<file path="src/hw/rtl/ptw_pkg.sv">
package ptw_pkg;

   localparam int STORE_WORDS = 4096;
   localparam int STORE_AW    = $clog2(STORE_WORDS);

   localparam int WORD_W  = 64;
   localparam int PA_W    = 52;
   localparam int VA_W    = 48;
   localparam int WADDR_W = 12;
   localparam int IDX_W   = 9;
   localparam int FRAME_W = PA_W - 12;
   localparam int TIDX_W  = FRAME_W + IDX_W;

   localparam int BIT_PRESENT = 0;
   localparam int BIT_SIZE    = 7;

   localparam logic ACT_WRITE = 1'b0;
   localparam logic ACT_XLATE = 1'b1;

   localparam logic [1:0] PS_4K = 2'd0;
   localparam logic [1:0] PS_2M = 2'd1;
   localparam logic [1:0] PS_1G = 2'd2;

   typedef enum logic [2:0] {
      ST_CLEAR,
      ST_IDLE,
      ST_ISSUE,
      ST_WAIT,
      ST_DONE
   } state_type;

   typedef enum logic [1:0] {
      LVL_PT   = 2'd0,
      LVL_PD   = 2'd1,
      LVL_PDPT = 2'd2,
      LVL_ROOT = 2'd3
   } level_type;

   typedef struct packed {
      logic                we;
      logic [STORE_AW-1:0] addr;
      logic [WORD_W-1:0]   wdata;
   } mem_req_type;

   function automatic logic [IDX_W-1:0] va_slice(input logic [VA_W-1:0] va,
                                                 input level_type lvl);
      case (lvl)
         LVL_ROOT: va_slice = va[47:39];
         LVL_PDPT: va_slice = va[38:30];
         LVL_PD:   va_slice = va[29:21];
         LVL_PT:   va_slice = va[20:12];
         default:  va_slice = va[20:12];
      endcase
   endfunction

endpackage

</file>
<file path="src/hw/rtl/ptw_ctrl.sv">
module ptw_ctrl
   import ptw_pkg::*;
(
   input  logic               clock,
   input  logic               reset,
   input  logic [PA_W-1:0]    root_addr,
   input  logic               req_valid,
   output logic               req_stall,
   input  logic               req_action,
   input  logic [WADDR_W-1:0] req_word_addr,
   input  logic [WORD_W-1:0]  req_word_data,
   input  logic [VA_W-1:0]    req_virt_addr,
   output logic               rsp_valid,
   input  logic               rsp_stall,
   output logic [PA_W-1:0]    rsp_phys_addr,
   output logic               rsp_present,
   output logic [1:0]         rsp_page_size,
   output mem_req_type        mem_req,
   input  logic [WORD_W-1:0]  mem_rd_data
);

   state_type           state_ff, state_in;
   level_type           lvl_ff, lvl_in, lvl_dn;
   logic [STORE_AW-1:0] clr_cnt_ff, clr_cnt_in;
   logic [VA_W-1:0]     va_ff, va_in;
   logic                oor_ff, oor_in;
   logic [PA_W-1:0]     res_pa_ff, res_pa_in;
   logic                res_pres_ff, res_pres_in;
   logic [1:0]          res_ps_ff, res_ps_in;
   logic                out_valid_ff, out_valid_in;
   logic [PA_W-1:0]     out_pa_ff;
   logic                out_pres_ff;
   logic [1:0]          out_ps_ff;

   logic                accept;
   logic                out_load;
   logic                clr_last;
   logic [WORD_W-1:0]   entry;
   logic                stop;
   logic [PA_W-1:0]     walk_pa;
   logic                walk_pres;
   logic [1:0]          walk_ps;
   logic [TIDX_W-1:0]   tidx;
   logic [TIDX_W-1:0]   wr_idx;
   logic                wr_ok;

   assign accept   = req_valid && !req_stall;
   assign out_load = (state_ff == ST_DONE) && (!out_valid_ff || !rsp_stall);
   assign clr_last = clr_cnt_ff == STORE_AW'(STORE_WORDS - 1);
   assign lvl_dn   = level_type'(2'(lvl_ff) - 2'd1);
   assign wr_idx   = TIDX_W'(req_word_addr);
   assign wr_ok    = wr_idx < TIDX_W'(STORE_WORDS);

   // entry decode for the word returned by the previous read
   always_comb begin
      entry     = oor_ff ? '0 : mem_rd_data;
      stop      = 1'b1;
      walk_pa   = '0;
      walk_pres = 1'b0;
      walk_ps   = PS_4K;
      if (!entry[BIT_PRESENT]) begin
         stop = 1'b1;
      end else if (lvl_ff == LVL_PDPT && entry[BIT_SIZE]) begin
         walk_pa   = {entry[51:30], va_ff[29:0]};
         walk_pres = 1'b1;
         walk_ps   = PS_1G;
      end else if (lvl_ff == LVL_PD && entry[BIT_SIZE]) begin
         walk_pa   = {entry[51:21], va_ff[20:0]};
         walk_pres = 1'b1;
         walk_ps   = PS_2M;
      end else if (lvl_ff == LVL_PT) begin
         walk_pa   = {entry[51:12], va_ff[11:0]};
         walk_pres = 1'b1;
         walk_ps   = PS_4K;
      end else begin
         stop = 1'b0;
      end
   end

   // next state
   always_comb begin
      state_in = state_ff;
      case (state_ff)
         ST_CLEAR: begin
            if (clr_last) state_in = ST_IDLE;
         end
         ST_IDLE: begin
            if (accept) state_in = (req_action == ACT_XLATE) ? ST_ISSUE : ST_DONE;
         end
         ST_ISSUE: begin
            state_in = ST_WAIT;
         end
         ST_WAIT: begin
            if (stop) state_in = ST_DONE;
         end
         ST_DONE: begin
            if (out_load) state_in = ST_IDLE;
         end
         default: begin
            state_in = ST_IDLE;
         end
      endcase
   end

   // outputs and datapath next values
   always_comb begin
      req_stall     = state_ff != ST_IDLE;
      mem_req.we    = 1'b0;
      mem_req.addr  = '0;
      mem_req.wdata = '0;
      tidx          = '0;
      clr_cnt_in    = clr_cnt_ff;
      lvl_in        = lvl_ff;
      va_in         = va_ff;
      res_pa_in     = res_pa_ff;
      res_pres_in   = res_pres_ff;
      res_ps_in     = res_ps_ff;
      case (state_ff)
         ST_CLEAR: begin
            mem_req.we   = 1'b1;
            mem_req.addr = clr_cnt_ff;
            clr_cnt_in   = clr_cnt_ff + 1'b1;
         end
         ST_IDLE: begin
            if (accept) begin
               va_in       = req_virt_addr;
               res_pa_in   = '0;
               res_pres_in = 1'b0;
               res_ps_in   = PS_4K;
               if (req_action == ACT_WRITE && wr_ok) begin
                  mem_req.we    = 1'b1;
                  mem_req.addr  = wr_idx[STORE_AW-1:0];
                  mem_req.wdata = req_word_data;
               end
            end
         end
         ST_ISSUE: begin
            tidx         = {root_addr[51:12], va_slice(va_ff, LVL_ROOT)};
            mem_req.addr = tidx[STORE_AW-1:0];
            lvl_in       = LVL_ROOT;
         end
         ST_WAIT: begin
            if (stop) begin
               res_pa_in   = walk_pa;
               res_pres_in = walk_pres;
               res_ps_in   = walk_ps;
            end else begin
               tidx         = {entry[51:12], va_slice(va_ff, lvl_dn)};
               mem_req.addr = tidx[STORE_AW-1:0];
               lvl_in       = lvl_dn;
            end
         end
         default: begin
         end
      endcase
      oor_in       = !(tidx < TIDX_W'(STORE_WORDS));
      out_valid_in = out_load || (out_valid_ff && rsp_stall);
   end

   always_ff @(posedge clock) begin
      if (reset) begin
         state_ff     <= ST_CLEAR;
         clr_cnt_ff   <= '0;
         out_valid_ff <= 1'b0;
         lvl_ff       <= LVL_ROOT;
      end else begin
         state_ff     <= state_in;
         clr_cnt_ff   <= clr_cnt_in;
         out_valid_ff <= out_valid_in;
         lvl_ff       <= lvl_in;
      end
   end

   always_ff @(posedge clock) begin
      va_ff       <= va_in;
      oor_ff      <= oor_in;
      res_pa_ff   <= res_pa_in;
      res_pres_ff <= res_pres_in;
      res_ps_ff   <= res_ps_in;
      if (out_load) begin
         out_pa_ff   <= res_pa_ff;
         out_pres_ff <= res_pres_ff;
         out_ps_ff   <= res_ps_ff;
      end
   end

   assign rsp_valid     = out_valid_ff;
   assign rsp_phys_addr = out_pa_ff;
   assign rsp_present   = out_pres_ff;
   assign rsp_page_size = out_ps_ff;

   a_we_only_clear_or_idle: assert property (@(posedge clock) disable iff (reset)
      mem_req.we |-> (state_ff == ST_CLEAR || state_ff == ST_IDLE))
      else $error("store written during a walk");

   a_pt_level_ends: assert property (@(posedge clock) disable iff (reset)
      (state_ff == ST_WAIT && lvl_ff == LVL_PT) |=> state_ff == ST_DONE)
      else $error("walk continued past the last level");

   a_miss_is_zero: assert property (@(posedge clock) disable iff (reset)
      (rsp_valid && !rsp_present) |-> (rsp_phys_addr == '0 && rsp_page_size == PS_4K))
      else $error("non-present result carries address or size");

   a_size_legal: assert property (@(posedge clock) disable iff (reset)
      rsp_valid |-> (rsp_page_size == PS_4K || rsp_page_size == PS_2M
                     || rsp_page_size == PS_1G))
      else $error("illegal page size code");

   a_load_from_done: assert property (@(posedge clock) disable iff (reset)
      ($rose(rsp_valid)) |-> $past(state_ff) == ST_DONE)
      else $error("result beat appeared without a finished item");

endmodule

</file>
<file path="config.mk">
export PLATFORM = sky130hd
export DESIGN_NAME = ptw_ctrl
export DESIGN_NICKNAME = d
export VERILOG_FILES = /design/src/hw/rtl/ptw_pkg.sv /design/src/hw/rtl/ptw_ctrl.sv
export SDC_FILE = /design/constraint.sdc
export NUM_CORES = 1
export LEC_CHECK = 0
export ABC_AREA = 1
export BUFFER_PORTS_ARGS = -buffer_cell sky130_fd_sc_hd__clkbuf_2
export CAP_MARGIN = 10
export CORE_AREA = 2 2 185 187
export CTS_BUF_LIST = sky130_fd_sc_hd__clkbuf_8
export DETAILED_ROUTE_END_ITERATION = 8
export DIE_AREA = 0 0 187 189
export HOLD_SLACK_MARGIN = 0.15
export PLACE_DENSITY_LB_ADDON = 0.12
export SYNTH_ARGS = -nofsm -noshare
export SYNTH_HDL_FRONTEND = slang
export SYNTH_SLANG_ARGS = --single-unit
</file>
<file path="constraint.sdc">
create_clock -name clock -period 4.2 [get_ports clock]
set_input_delay 0.84 -clock clock [delete_from_list [all_inputs] [get_ports clock]]
set_output_delay 0.84 -clock clock [all_outputs]
set_load 0.005 [all_outputs]
</file>
# ---- Word level (Yosys, flattened, before mapping)
# Index checks and enable logic that the tools add are counted.
dict set report word_totals {
  elab_cells 93
  ff_bits 177
  in_bits 245
}
dict set report classes {
  muxes 39
  reduce_logical 21
  n_eq_ne 16
  n_addsub 2
  n_lt_le_gt_ge 2
  bitwise_logic 1
}
# cell count
set ops {}
lappend ops {{$mux W52} 7}
lappend ops {{$mux W77} 2}
lappend ops {{$pmux W52 S2} 1}
lappend ops {{$pmux W49 S2} 1}
lappend ops {{$mux W64} 1}
lappend ops {{$lt A49 B13 Y1 const B} 1}
lappend ops {{$mux W49} 1}
lappend ops {{$pmux W12 S4} 1}
lappend ops {{$pmux W9 S4} 1}
lappend ops {{$mux W3} 5}
lappend ops {{$pmux W3 S5} 1}
lappend ops {{$lt A12 B13 Y1 const B} 1}
lappend ops {{$add A12 B1 Y12 const B} 1}
lappend ops {{$eq A12 B12 Y1 const B} 1}
lappend ops {{$mux W12} 1}
lappend ops {{$mux W2} 5}
lappend ops {{$ne A2 B2 Y1 const B} 5}
lappend ops {{$mux W1} 8}
lappend ops {{$pmux W2 S2} 2}
lappend ops {{$eq A2 B2 Y1 const B} 3}
lappend ops {{$eq A3 B2 Y1 const B} 2}
lappend ops {{$logic_and A1 B1 Y1} 6}
lappend ops {{$eq A2 B1 Y1 const B} 2}
lappend ops {{$logic_not A1 Y1} 4}
lappend ops {{13 further kinds} 18}

# ---- Logic depth before layout (Yosys ltp)
dict set report depth {
  depth_word 9
  mapped_depth 10
}

# ---- Least setup slack after synthesis
# OpenSTA, ideal clock, no wires.
dict set report synth_path {
  path_kind {in2reg}
  from {in rsp_stall}
  to {reg out_ps_ff[0], in the netlist rsp_page_size[0], enable pin}
  slack_ns 0.476
  arrival_time_ns 3.256
  t_required_ns 3.732
  setup_ns 0.468
  path_buffers 0
  stages 3
  path_cell_list {nand2_1 inv_1 nor2_1}
}
dict set report synth_between {
  elab_chain_len 3
}
# item line
set synth_rtl {}
lappend synth_rtl {{start, declared} ptw_ctrl.sv:14} ;# input logic rsp_stall,
lappend synth_rtl {{$logic_not A1 Y1} ptw_ctrl.sv:48} ;# assign out_load = (state_ff == ST_DONE) && (!out_valid_ff || !rsp_stall);
lappend synth_rtl {{$logic_or A1 B1 Y1} ptw_ctrl.sv:48}
lappend synth_rtl {{$logic_and A1 B1 Y1} ptw_ctrl.sv:48}
lappend synth_rtl {{named net out_load} ptw_ctrl.sv:36} ;# logic out_load;
lappend synth_rtl {{end signal, assigned} ptw_ctrl.sv:183} ;# out_ps_ff <= res_ps_ff;
lappend synth_rtl {{end, declared} ptw_ctrl.sv:33} ;# logic [1:0] out_ps_ff;
# The timed path passes the listed nets, and every way through them passes these cells.
# A chain may end at the register's enable or synchronous reset.

==> summary.md <==
| Metric | Value |
|---|---|
| Sequential-to-total area share from yosys stat | `0.647` |
| Outcome | `complete, no violations` |
| Top-count cell post-synth | `nand2_1` |
| Fmax | `297 MHz` |
| Post-CTS Setup Inserts | `0` |
| R2R Path Start | `state_ff[0]$_SDFFE_PP0P_` |
| Post-DP HPWL | `18,600 µm` |
| Startpoint type of the worst setup path | `flip-flop` |
| Tot GR Track Use | `0.137` |
| Num CTS Buffers | `17` |
| Clk buf depth | `2` |
| Fraction of layout cells with a size suffix above 1 | `0.412` |
| Vias | `6,428` |
| Rel. slew slack | `0.474` |
| Core area | `33,300 µm²` |
| Endpoints failing hold | `0` |
| Gate Count Post-Synth | `747` |
| DRC viols | `0` |
| RSZ-0062 raised after global routing | `no` |
| Hold path cells | `0` |
| # clock sinks | `177` |
| Number of flops mapped to enable cells by yosys | `158` |
| R2R cell count | `8` |
| Non-filler cells, final | `1,546` |
| Hold Path End | `rsp_phys_addr[33]$_DFFE_PP_` |
| DIE AREA | `35,300 µm²` |
| Root Driver | `clkbuf_8` |
| Synth cell count leaders | `nand2_1 (168), edfxtp_1 (158), nor2_1 (119), nand3_1 (38), o21ai_0 (35)` |
| Syn Std Cell Area | `7920 µm²` |
| Worst reg2reg endpoint | `res_pa_ff[0]$_SDFFCE_PN0P_` |
| Clk_lat worst skew | `460 ps` |
| Final period utilization | `0.801` |
| Avg Vias per Cell | `4.16` |
| Die Y | `189 µm` |
| Yosys cell types | `35` |
| Endpoints failing setup | `0` |
| Port Buffer Count | `344` |
| Final WL | `24,200 µm` |
| Initial core utilization | `0.238` |
| Boundary pin count | `379` |
| Ys flop type | `edfxtp_1` |
| Inst Count DP | `1,514` |
| WL/cell | `15.7 µm` |
| Clock H-tree levels | `4` |
| Synthesized area per cell | `10.6 µm²` |
| Worst-path clk slew | `90 ps` |
| Core Rows | `67` |
| Leakage Power | `4.46 nW` |
| Worst Path Required | `3360 ps` |
| Hold WC Path Type | `flip-flop to flip-flop` |
| Largest net degree at the start of global routing | `59` |
| Diodes inserted | `0` |
| ANT nets after route | `0` |
| Leading area contributor after synthesis | `edfxtp_1` |
| Reg2reg setup slack | `1680 ps` |
| Final nets | `1,335` |
| Congestion Overflow GR | `0` |
| Maximum VDD drop | `0.181 mV` |
| Yosys reg bits | `177` |
| Worst-path fanout max | `13` |
| Starting DRT DRC Count | `389` |
| Worst Setup Path Type | `flip-flop to primary output` |
| Synth Net Count | `997` |
| DP Worst Slack | `1080 ps` |
| Final setup margin | `836 ps` |
| Worst Tran Pin Value | `786 ps` |
| Pins over their slew limit | `0` |
| Layout area overhead | `31.4%` |
| Vias in the first global route | `6,416` |
| Hold_buf cts | `0` |
| Final min period | `3360 ps` |
| Hold_sp | `res_pa_ff[33]$_SDFFCE_PN0P_` |
| PostCTS Resize Cnt | `0` |
| Cells taking the most area after synthesis | `edfxtp_1 (60%), nand2_1 (8.0%), nor2_1 (5.6%)` |
| CTS tree | `built` |
| First-pass GRT wire length | `36,300 µm` |
| Total Neg Setup Slack | `0 ps` |
| Initial antenna violation count | `0` |
| Max Clock Skew | `17.6 ps` |
| Asr flop ratio synth | `0` |
| Routability congestion estimate | `0.771` |
| TritonRoute pass-1 iters | `4` |
| CP Capture Type | `primary output` |
| Max_cap viols | `0` |
| Yosys top cell area share | `0.599` |
| Power per Cell Area | `423 nW/µm²` |
| Tot Pwr | `4.41 mW` |
| Arrival time worst endpoint | `2520 ps` |
| Die X-Extent | `187 µm` |
| Ys Warns | `0` |
==> cell type report <==
class,count,area [µm²]
flip-flops and latches,177,5120
multi-input cells,491,2410
inverters,44,166
well taps,448,561
repair buffers,354,1800
clock buffers,17,234
fillers,3534,22900
clock inverters,15,110
==> how the worst max path moves through the flow <==
stage,start,endpoint,slack [ps],cells after the start
3_5_place_dp,mem_rd_data[0],mem_req[70],1080,8
4_1_cts,lvl_ff[0]$_SDFFE_PP1P_,mem_req[70],720,8
3_3_place_gp,mem_rd_data[0],mem_req[70],1100,8
5_1_grt,lvl_ff[0]$_SDFFE_PP1P_,mem_req[70],580,8
6_report,lvl_ff[0]$_SDFFE_PP1P_,mem_req[70],840,8
2_1_floorplan,rsp_stall,rsp_page_size[0]$_DFFE_PP_,480,3
==> power by group <==
part / internal (mW) / total, mW / switching, mW
Sequential: 2.16 / 2.24 / 0.0788
Combinational: 0.359 / 1.09 / 0.735
Clock: 0.417 / 1.07 / 0.657
==> flip-flops by register name (all words and copies together) (netlist names) <==
signal	flops
res_pa_ff	52
rsp_phys_addr	52
va_ff	48
clr_cnt_ff	12
state_ff	3
lvl_ff	2
res_ps_ff	2
rsp_page_size	2
oor_ff	1
res_pres_ff	1
rsp_present	1
rsp_valid	1
==> critical path, cell delays in order (launching register included) <==
cell      delay [ps]
dfxtp_1          370
inv_1            100
ha_1             350
inv_2            240
nand3_2          180
inv_2            230
o21ai_0          260
nand3_1          190
clkbuf_2         140
==> stage by stage <==
stage	utilization	area, µm²	hold WS (ps)
after global placement	0.302	10100	401
after detailed placement	0.302	10100	405
after CTS	0.313	10400	421
after global routing	0.313	10400	425
final	0.313	10400	421
after floorplan	-	7920	400
==> layout by cell type, fill, tap and decap left out, types with 11 or more instances in the layout <==
cell      Yosys  final
nor2_1      119    118
nand2_1     168    167
nor2_2       32     32
edfxtp_1    158    158
clkbuf_8      0     17
inv_1        33     33
nand3_1      38     38
a21oi_1      11     11
clkbuf_2      0    344
dfxtp_1      19     19
o21ai_0      35     35
nor2_4       13     14
==> routing by layer <==
metal | vias up | wire length [µm] | GRT usage
met2 | 251 | 12300 | 0.244
li1 | 3204 | - | -
met1 | 2948 | 10300 | 0.164
met5 | - | 0 | 0
met4 | 0 | 435 | 0.0424
met3 | 25 | 1230 | 0.0308
==> cells by family (layout without fill, tap and decap cells) <==
| logic type | count (synthesis) | count (layout) | synth area share |
|---|---|---|---|
| AOI/OAI and AO/OA | 84 | 84 | 0.0624 |
| buffers and inverters | 79 | 430 | 0.0491 |
| adders and majority gates | 5 | 5 | 0.00790 |
| DFF | 177 | 177 | 0.647 |
| xor gates and xnor gates | 2 | 2 | 0.00221 |
| and+or+nand+nor | 400 | 400 | 0.231 |
(Power assumes the default switching activity.)
